$ cat src/kesm_pkg.sv
`timescale 1ns / 1ps

package kesm_pkg;

	// Default sizes
	localparam int NUM_KEYS_DEF   = 3;
	localparam int FIFO_DEPTH_DEF = 16;

	// Fixed widths of the item, result, counter and configuration fields
	localparam int KEY_PRESSED_W = 3;
	localparam int EVENT_KEY_W   = 2;
	localparam int CNT_W         = 17;
	localparam int CFG_DATA_W    = 16;
	localparam int CFG_INDEX_W   = 2;

	// Register reset values
	localparam logic [15:0] LONG_TIME_RST     = 16'd1000;
	localparam logic [15:0] REPEAT_PERIOD_RST = 16'd100;
	localparam logic [7:0]  TICK_STEP_RST     = 8'd1;
	localparam logic [3:0]  REPORT_MASK_RST   = 4'hF;

	// Configuration register indexes
	typedef enum logic [CFG_INDEX_W-1:0] {
		CFG_LONG_TIME     = 2'd0,
		CFG_REPEAT_PERIOD = 2'd1,
		CFG_TICK_STEP     = 2'd2,
		CFG_REPORT_MASK   = 2'd3
	} cfg_index_t;

	// Item kinds
	typedef enum logic {
		KIND_TICK = 1'b0,
		KIND_READ = 1'b1
	} item_kind_t;

	// Event codes
	typedef enum logic [2:0] {
		EV_NONE   = 3'd0,
		EV_DOWN   = 3'd1,
		EV_UP     = 3'd2,
		EV_LONG   = 3'd3,
		EV_REPEAT = 3'd4
	} event_t;

	// Per-key debounce machine
	typedef enum logic [2:0] {
		KS_IDLE    = 3'd0,
		KS_DOWN    = 3'd1,
		KS_DOWN_OK = 3'd2,
		KS_UP      = 3'd3,
		KS_UP_OK   = 3'd4
	} key_state_t;

	typedef struct packed {
		logic                     kind;
		logic [KEY_PRESSED_W-1:0] key_pressed;
	} item_t;

	typedef struct packed {
		logic [2:0]             event_type;
		logic [EVENT_KEY_W-1:0] event_key;
		logic                   overflow;
	} result_t;

	typedef struct packed {
		event_t                 ev;
		logic [EVENT_KEY_W-1:0] key;
	} fifo_entry_t;

endpackage

$ cat src/key_event_state_machine.sv
`timescale 1ns / 1ps

// Debounce, long press and auto-repeat for NUM_KEYS keys with an event FIFO of
// FIFO_DEPTH entries. Takes one item per clock: a tick item steps every key
// machine in parallel and pushes its events (ascending key order, filtered by
// report_mask) and returns nothing; a read item pops one event and returns one
// result, type none when the FIFO is empty. Items land in an input register,
// all key machines and the multi-push FIFO update together from it, and a read
// result passes from the input register into the output register. The input
// side stalls only while a read waits in the input register behind a result
// that is still stalled. A push into a full FIFO is dropped and sets the
// sticky overflow bit returned with every result until reset. The user must
// write registers only while no item is in flight; the block does not enforce it.
module key_event_state_machine #(
	parameter int NUM_KEYS   = kesm_pkg::NUM_KEYS_DEF,
	parameter int FIFO_DEPTH = kesm_pkg::FIFO_DEPTH_DEF
) (
	input  logic                                clk,
	input  logic                                arst_n,
	input  logic                                item_valid,
	output logic                                item_stall,
	input  kesm_pkg::item_t                     item,
	output logic                                result_valid,
	input  logic                                result_stall,
	output kesm_pkg::result_t                   result,
	input  logic                                cfg_we,
	input  logic [kesm_pkg::CFG_INDEX_W-1:0]    cfg_index,
	input  logic [kesm_pkg::CFG_DATA_W-1:0]     cfg_data
);

	localparam int PTR_W = (FIFO_DEPTH > 1) ? $clog2(FIFO_DEPTH) : 1;
	localparam int CNT_FW = $clog2(FIFO_DEPTH + 1);
	localparam int LV_W = (NUM_KEYS > kesm_pkg::KEY_PRESSED_W) ? NUM_KEYS :
		kesm_pkg::KEY_PRESSED_W;
	localparam int CW = kesm_pkg::CNT_W;

	// Configuration registers
	logic [15:0] long_time_q;
	logic [15:0] repeat_period_q;
	logic [7:0]  tick_step_q;
	logic [3:0]  report_mask_q;

	always_ff @(posedge clk or negedge arst_n) begin
		if (!arst_n) begin
			long_time_q     <= kesm_pkg::LONG_TIME_RST;
			repeat_period_q <= kesm_pkg::REPEAT_PERIOD_RST;
			tick_step_q     <= kesm_pkg::TICK_STEP_RST;
			report_mask_q   <= kesm_pkg::REPORT_MASK_RST;
		end else if (cfg_we) begin
			unique case (kesm_pkg::cfg_index_t'(cfg_index))
				kesm_pkg::CFG_LONG_TIME:     long_time_q     <= cfg_data;
				kesm_pkg::CFG_REPEAT_PERIOD: repeat_period_q <= cfg_data;
				kesm_pkg::CFG_TICK_STEP:     tick_step_q     <= cfg_data[7:0];
				kesm_pkg::CFG_REPORT_MASK:   report_mask_q   <= cfg_data[3:0];
				default: ;
			endcase
		end
	end

	// Input register
	logic                                  valid_s1;
	logic                                  kind_s1;
	logic [kesm_pkg::KEY_PRESSED_W-1:0]    levels_s1;
	logic                                  res_valid_q;
	kesm_pkg::result_t                     res_q;
	logic                                  tick_fire;
	logic                                  read_fire;
	logic                                  out_blocked;

	assign out_blocked = res_valid_q & result_stall;
	assign tick_fire   = valid_s1 & (kind_s1 == kesm_pkg::KIND_TICK);
	assign read_fire   = valid_s1 & (kind_s1 == kesm_pkg::KIND_READ) & ~out_blocked;
	assign item_stall  = valid_s1 & (kind_s1 == kesm_pkg::KIND_READ) & out_blocked;

	always_ff @(posedge clk or negedge arst_n) begin
		if (!arst_n) begin
			valid_s1 <= 1'b0;
		end else if (item_valid && !item_stall) begin
			valid_s1 <= 1'b1;
		end else if (tick_fire || read_fire) begin
			valid_s1 <= 1'b0;
		end
	end

	always_ff @(posedge clk) begin
		if (item_valid && !item_stall) begin
			kind_s1   <= item.kind;
			levels_s1 <= item.key_pressed;
		end
	end

	// Key machine state
	kesm_pkg::key_state_t key_state_q [NUM_KEYS];
	kesm_pkg::key_state_t key_state_d [NUM_KEYS];
	logic [NUM_KEYS-1:0]  prev_level_q;
	logic [NUM_KEYS-1:0]  prev_level_d;
	logic [CW-1:0]        hold_q [NUM_KEYS];
	logic [CW-1:0]        hold_d [NUM_KEYS];
	logic [CW-1:0]        rpt_q [NUM_KEYS];
	logic [CW-1:0]        rpt_d [NUM_KEYS];
	kesm_pkg::event_t     key_ev [NUM_KEYS];
	logic [LV_W-1:0]      lv_ext;

	assign lv_ext = LV_W'(levels_s1);

	always_ff @(posedge clk or negedge arst_n) begin
		if (!arst_n) begin
			prev_level_q <= '0;
			for (int k = 0; k < NUM_KEYS; k++) begin
				key_state_q[k] <= kesm_pkg::KS_IDLE;
				hold_q[k]      <= '0;
				rpt_q[k]       <= '0;
			end
		end else begin
			prev_level_q <= prev_level_d;
			for (int k = 0; k < NUM_KEYS; k++) begin
				key_state_q[k] <= key_state_d[k];
				hold_q[k]      <= hold_d[k];
				rpt_q[k]       <= rpt_d[k];
			end
		end
	end

	// Next state and events for every key
	always_comb begin
		logic          lv;
		logic          same;
		logic [CW-1:0] hsum;
		logic [CW-1:0] rsum;
		prev_level_d = prev_level_q;
		for (int k = 0; k < NUM_KEYS; k++) begin
			key_state_d[k] = key_state_q[k];
			hold_d[k]      = hold_q[k];
			rpt_d[k]       = rpt_q[k];
			key_ev[k]      = kesm_pkg::EV_NONE;
			lv             = lv_ext[k];
			same           = (lv == prev_level_q[k]);
			hsum           = hold_q[k] + CW'(tick_step_q);
			rsum           = rpt_q[k] + CW'(tick_step_q);
			if (tick_fire) begin
				prev_level_d[k] = lv;
				unique case (key_state_q[k])
					kesm_pkg::KS_IDLE: begin
						if (lv) key_state_d[k] = kesm_pkg::KS_DOWN;
					end
					kesm_pkg::KS_DOWN: begin
						if (same) begin
							key_state_d[k] = kesm_pkg::KS_DOWN_OK;
							key_ev[k]      = kesm_pkg::EV_DOWN;
						end else begin
							key_state_d[k] = kesm_pkg::KS_IDLE;
						end
					end
					kesm_pkg::KS_DOWN_OK: begin
						if (!same) begin
							key_state_d[k] = kesm_pkg::KS_UP;
						end else if (long_time_q != '0) begin
							if (hold_q[k] < CW'(long_time_q)) begin
								hold_d[k] = hsum;
								if (hsum >= CW'(long_time_q)) key_ev[k] = kesm_pkg::EV_LONG;
							end else if (repeat_period_q != '0) begin
								if (rsum >= CW'(repeat_period_q)) begin
									rpt_d[k]  = '0;
									key_ev[k] = kesm_pkg::EV_REPEAT;
								end else begin
									rpt_d[k] = rsum;
								end
							end
						end
					end
					kesm_pkg::KS_UP: begin
						if (same) begin
							key_state_d[k] = kesm_pkg::KS_UP_OK;
							hold_d[k]      = '0;
							rpt_d[k]       = '0;
							key_ev[k]      = kesm_pkg::EV_UP;
						end else begin
							key_state_d[k] = kesm_pkg::KS_DOWN_OK;
						end
					end
					kesm_pkg::KS_UP_OK: begin
						key_state_d[k] = same ? kesm_pkg::KS_IDLE : kesm_pkg::KS_UP;
					end
					default: key_state_d[k] = kesm_pkg::KS_IDLE;
				endcase
			end
		end
	end

	// Event FIFO
	kesm_pkg::fifo_entry_t fifo_mem [FIFO_DEPTH];
	logic [PTR_W-1:0]      rd_ptr_q;
	logic [PTR_W-1:0]      wr_ptr_q;
	logic [CNT_FW-1:0]     count_q;
	logic                  overflow_q;
	logic [NUM_KEYS-1:0]   push_en;
	logic [PTR_W-1:0]      push_addr [NUM_KEYS];
	logic [PTR_W-1:0]      wr_ptr_d;
	logic [CNT_FW-1:0]     cnt_after_push;
	logic                  ovf_set;
	logic                  pop;

	// Slot assignment for this tick's events, in ascending key order
	always_comb begin
		logic [PTR_W-1:0]  addr_run;
		logic [CNT_FW-1:0] cnt_run;
		logic              en;
		addr_run = wr_ptr_q;
		cnt_run  = count_q;
		ovf_set  = 1'b0;
		for (int k = 0; k < NUM_KEYS; k++) begin
			push_en[k]   = 1'b0;
			push_addr[k] = addr_run;
			unique case (key_ev[k])
				kesm_pkg::EV_DOWN:   en = report_mask_q[0];
				kesm_pkg::EV_UP:     en = report_mask_q[1];
				kesm_pkg::EV_LONG:   en = report_mask_q[2];
				kesm_pkg::EV_REPEAT: en = report_mask_q[3];
				default:             en = 1'b0;
			endcase
			if (en) begin
				if (cnt_run < CNT_FW'(FIFO_DEPTH)) begin
					push_en[k] = 1'b1;
					cnt_run    = cnt_run + 1'b1;
					addr_run   = (addr_run == PTR_W'(FIFO_DEPTH - 1)) ? '0 : addr_run + 1'b1;
				end else begin
					ovf_set = 1'b1;
				end
			end
		end
		wr_ptr_d       = addr_run;
		cnt_after_push = cnt_run;
	end

	assign pop = read_fire & (count_q != '0);

	always_ff @(posedge clk) begin
		for (int k = 0; k < NUM_KEYS; k++) begin
			if (push_en[k]) begin
				fifo_mem[push_addr[k]].ev  <= key_ev[k];
				fifo_mem[push_addr[k]].key <= kesm_pkg::EVENT_KEY_W'(k);
			end
		end
	end

	always_ff @(posedge clk or negedge arst_n) begin
		if (!arst_n) begin
			rd_ptr_q   <= '0;
			wr_ptr_q   <= '0;
			count_q    <= '0;
			overflow_q <= 1'b0;
		end else begin
			// Ticks and reads never share a cycle
			if (tick_fire) begin
				wr_ptr_q <= wr_ptr_d;
				count_q  <= cnt_after_push;
				if (ovf_set) overflow_q <= 1'b1;
			end else if (pop) begin
				rd_ptr_q <= (rd_ptr_q == PTR_W'(FIFO_DEPTH - 1)) ? '0 : rd_ptr_q + 1'b1;
				count_q  <= count_q - 1'b1;
			end
		end
	end

	// Output register
	always_ff @(posedge clk or negedge arst_n) begin
		if (!arst_n) begin
			res_valid_q <= 1'b0;
		end else if (read_fire) begin
			res_valid_q <= 1'b1;
		end else if (!result_stall) begin
			res_valid_q <= 1'b0;
		end
	end

	always_ff @(posedge clk) begin
		if (read_fire) begin
			res_q.overflow <= overflow_q;
			if (count_q == '0) begin
				res_q.event_type <= kesm_pkg::EV_NONE;
				res_q.event_key  <= '0;
			end else begin
				res_q.event_type <= fifo_mem[rd_ptr_q].ev;
				res_q.event_key  <= fifo_mem[rd_ptr_q].key;
			end
		end
	end

	assign result_valid = res_valid_q;
	assign result       = res_q;

endmodule
$ cat config.mk
export PLATFORM = sky130hd
export DESIGN_NAME = key_event_state_machine
export DESIGN_NICKNAME = d
export VERILOG_FILES = /design/src/kesm_pkg.sv /design/src/key_event_state_machine.sv
export SDC_FILE = /design/constraint.sdc
export NUM_CORES = 1
export LEC_CHECK = 0
export ABC_AREA = 1
export BUFFER_PORTS_ARGS = -buffer_cell sky130_fd_sc_hd__buf_2
export CELL_PAD_IN_SITES_DETAIL_PLACEMENT = 0
export CELL_PAD_IN_SITES_GLOBAL_PLACEMENT = 2
export CORE_MARGIN = 4
export CORE_UTILIZATION = 40
export CTS_BUF_LIST = sky130_fd_sc_hd__clkbuf_2
export DETAILED_ROUTE_END_ITERATION = 8
export GPL_TIMING_DRIVEN = 0
export PLACE_DENSITY = 0.93
export SYNTH_ARGS = -nofsm -noshare
export SYNTH_HDL_FRONTEND = slang
export SYNTH_SLANG_ARGS = --single-unit
$ cat constraint.sdc
create_clock -name clk -period 8.7 [get_ports clk]
set_input_delay 0.87 -clock clk [delete_from_list [all_inputs] [get_ports clk]]
set_output_delay 0.87 -clock clk [all_outputs]
set_load 0.05 [all_outputs]
==> results.md <==
* Startpoint types: flip-flop
* Share of layout cells above drive strength 1 at 9.57%
* Lkg Pwr at 10.8 nW
* Dpl ws at 1.65 ns
* Worst Path Required at 9.53 ns
* Count leader, synth: nand2_1
* Kind of critical path: reg2reg
* Avg Cell Area, Syn at 7.60 um^2
* Pin count of the biggest net entering global routing at 104
* Clock transition at the registers of the reported paths at 0.12 ns
* CTS tree: yes
* DRC Markers at 0
* Die area at 0.0524 mm^2
* Non-filler instance count after layout at 3374
* Input/output buffers at 34
* Die Span X at 229 um
* Post-synth top area share at 20.5%
* Library cells used by synthesis at 63
* WP data arrival at 7.90 ns
* DRT iter0 DRCs at 1254
* Post-layout minimum cycle time at 7.08 ns
* Final Hold Viols at 0
* Max_cap viols at 0
* Mapped Area at 0.0195 mm^2
* Initial Util at 40.7%
* Synth Area in Compound Gates at 15.5%
* IR drop worst, VDD at 0.0828 mV
* Top cells by area, synth: dfrtp_1 21%, ha_1 13%, nand2_1 11%
* Fmax at 0.141 GHz
* Most used flip-flop cell after synthesis: dfrtp_1
* First-pass GRT wire length at 94100 um
* PwrDens at 248 mW/mm^2
* Setup TNS at 0 ns
* Max clock buf depth at 3
* Slew Viols, Final at 0
* Post-synthesis xor/xnor area fraction at 4.08%
* Sequential fraction of the synthesis area at 34.6%
* CTS buffer count at 80
* Initial antenna violation count at 1
* Pre-antenna DRT Iters at 5
* RSZ-0062 raised after global routing: no
* Outcome: finished clean
* #FFs+latches synth at 264
* Final setup vio count at 0
* Clock latency on the worst-skew pair at 1.05 ns
* Setup ws final at 1.62 ns
* Dpl cells at 3220
* Area growth syn-to-layout at 9.30%
* Largest family of logic cells by synthesized area: simple AND/OR/NAND/NOR gates
* Wirelength, routed at 59700 um
* Post-Synth Simple-Gate Area at 22.7%
* Grt total ovfl at 0
* Rows at 80
* Global-route total usage across every layer at 22.5%
* Yosys warnings at 0
* Root Driver: clkbuf_2
* Hold_ws at 0.0987 ns
* Worst-path fanout max at 12
* Critical path's slowest cell: dfrtp_1
* Clock sink count at 264
* Number of global-route vias before repair at 17300
* H-tree levels at 3
* Hold crit path type: in2reg
* Max_slew headroom at 23.1%
* Vias per Instance at 5.26
* Mux cell area share after synthesis at 0.0513%
* RePlAce Congestion at 0.904
* Commonest cells in the synthesized netlist: 562 x nand2_1, 394 x inv_1, 223 x o21ai_0
* Peak per-stage delay on the critical path at 0.67 ns
* Period utilization at 81.3%
* Synth async-reset ratio at 65.9%
* Overall power at 5.29 mW
* Core area at 0.0479 mm^2
* Most common cell on crit path: nand2_1
* Critical path capture point type: flip-flop
* Worst-Margin Slew at 1.15 ns
* Final ANT Viol Nets at 0
* HPWL Detailed at 45200 um
* DR WL/cell at 17.7 um
* Clock skew at 0.0709 ns
* Die Ht at 229 um
* # IOs at 35
* Post-synth EDFFs at 58
* Yosys top cell by area: dfrtp_1
* Post-Syn Instances at 2570
* Nets at 2932
* Via count at 17800
* Post-synthesis adder-cell area fraction at 13.8%
* Post-synth net total at 2808
## power breakdown
group | internal [mW] | total [mW] | switching (mW) | leakage [nW]
Combinational | 0.889 | 2.58 | 1.69 | 7.19
Clock | 0.440 | 1.04 | 0.602 | 0.582
Sequential | 1.47 | 1.67 | 0.196 | 3.03
Total | 2.80 | 5.29 | 2.49 | 10.8
## state kept, by name, indices dropped and copies added, names as in the netlist, 3 cells and up
signal           flops
levels_s1            3
rd_ptr_q             4
key_state_q          9
fifo_mem            80
repeat_period_q     16
hold_q              51
prev_level_q         3
report_mask_q        4
long_time_q         16
count_q              5
result               6
rpt_q               51
tick_step_q          8
wr_ptr_q             4
## final cells by class
class / count / area (um^2)
Sequential cell: 264 / 6750
Clock inverter: 20 / 136
Multi-Input combinational cell: 1835 / 11000
Fill cell: 4877 / 26600
Buffer: 53 / 230
Clock buffer: 126 / 631
Tap cell: 615 / 769
Antenna cell: 1 / 2.50
Inverter: 418 / 1580
Timing Repair Buffer: 42 / 278
## cells by family after synthesis
| kind of cell | Yosys count |
|---|---|
| flip-flops | 264 |
| adder cells (fa/ha/maj) | 211 |
| buffers and inverters | 471 |
| AND/OR/NAND/NOR | 994 |
| AO/OA/AOI/OAI | 539 |
| multiplexers | 1 |
| XOR/XNOR | 90 |
## cell usage in the layout (no fill, tap or decap), types with 69 or more instances in the layout
cell      count
dfrtp_1     160
clkbuf_2    126
xor2_1       79
a21oi_1     120
inv_1       394
ha_1        205
nand3_1     119
nand2_1     562
o22ai_1      69
nor2_1      179
o21ai_0     223
## per-stage QoR
| step | area (um^2) | util (%) |
|---|---|---|
| 2_1_floorplan | 19500 | - |
| 3_3_place_gp | 20500 | 42.7 |
| 3_5_place_dp | 20500 | 42.8 |
| 4_1_cts | 21300 | 44.5 |
| 5_1_grt | 21300 | 44.5 |
| 6_report | 21300 | 44.5 |
## metal layers
metal	routed length, um	vias to the layer above	GRT usage, %
met5	0	-	0
met4	1410	0	7.38
met3	3600	99	4.46
met2	27200	472	36.5
met1	27400	8340	30.4
li1	-	8853	-
## critical path, delay by kind of cell, from the launching register on
kind            cells  cell delay (ns)
simple gates       17             2.68
buf+inv             3             0.25
xor+xnor            2             0.71
fa+ha+maj           3             0.95
flops               1             0.67
compound gates      8             1.61
## worst paths after layout
path	from	end	slack [ns]	depth (start not counted)
worst max-delay path	tick_step_q[1]	fifo_mem[3][3]	1.62	33
worst min-delay path	cfg_data[12]	repeat_period_q[12]	0.1	3
worst max register to register	tick_step_q[1]	fifo_mem[3][3]	1.62	33
worst min register to register	fifo_mem[12][1]	fifo_mem[12][1]	0.46	2
max in group asynchronous	arst_n	prev_level_q[0]	7.27	3
min in group asynchronous	arst_n	rpt_q[10]	0.40	2
## repair_timing
action                                 in CTS  in global routing
endpoints found under the hold margin      69                  0
hold buffers                                7                  0
buffers inserted                            0                  0
setup endpoints to repair                   0                  0
gates resized for setup                     0                  0
Note: power is estimated with default switching activity, not from simulation.
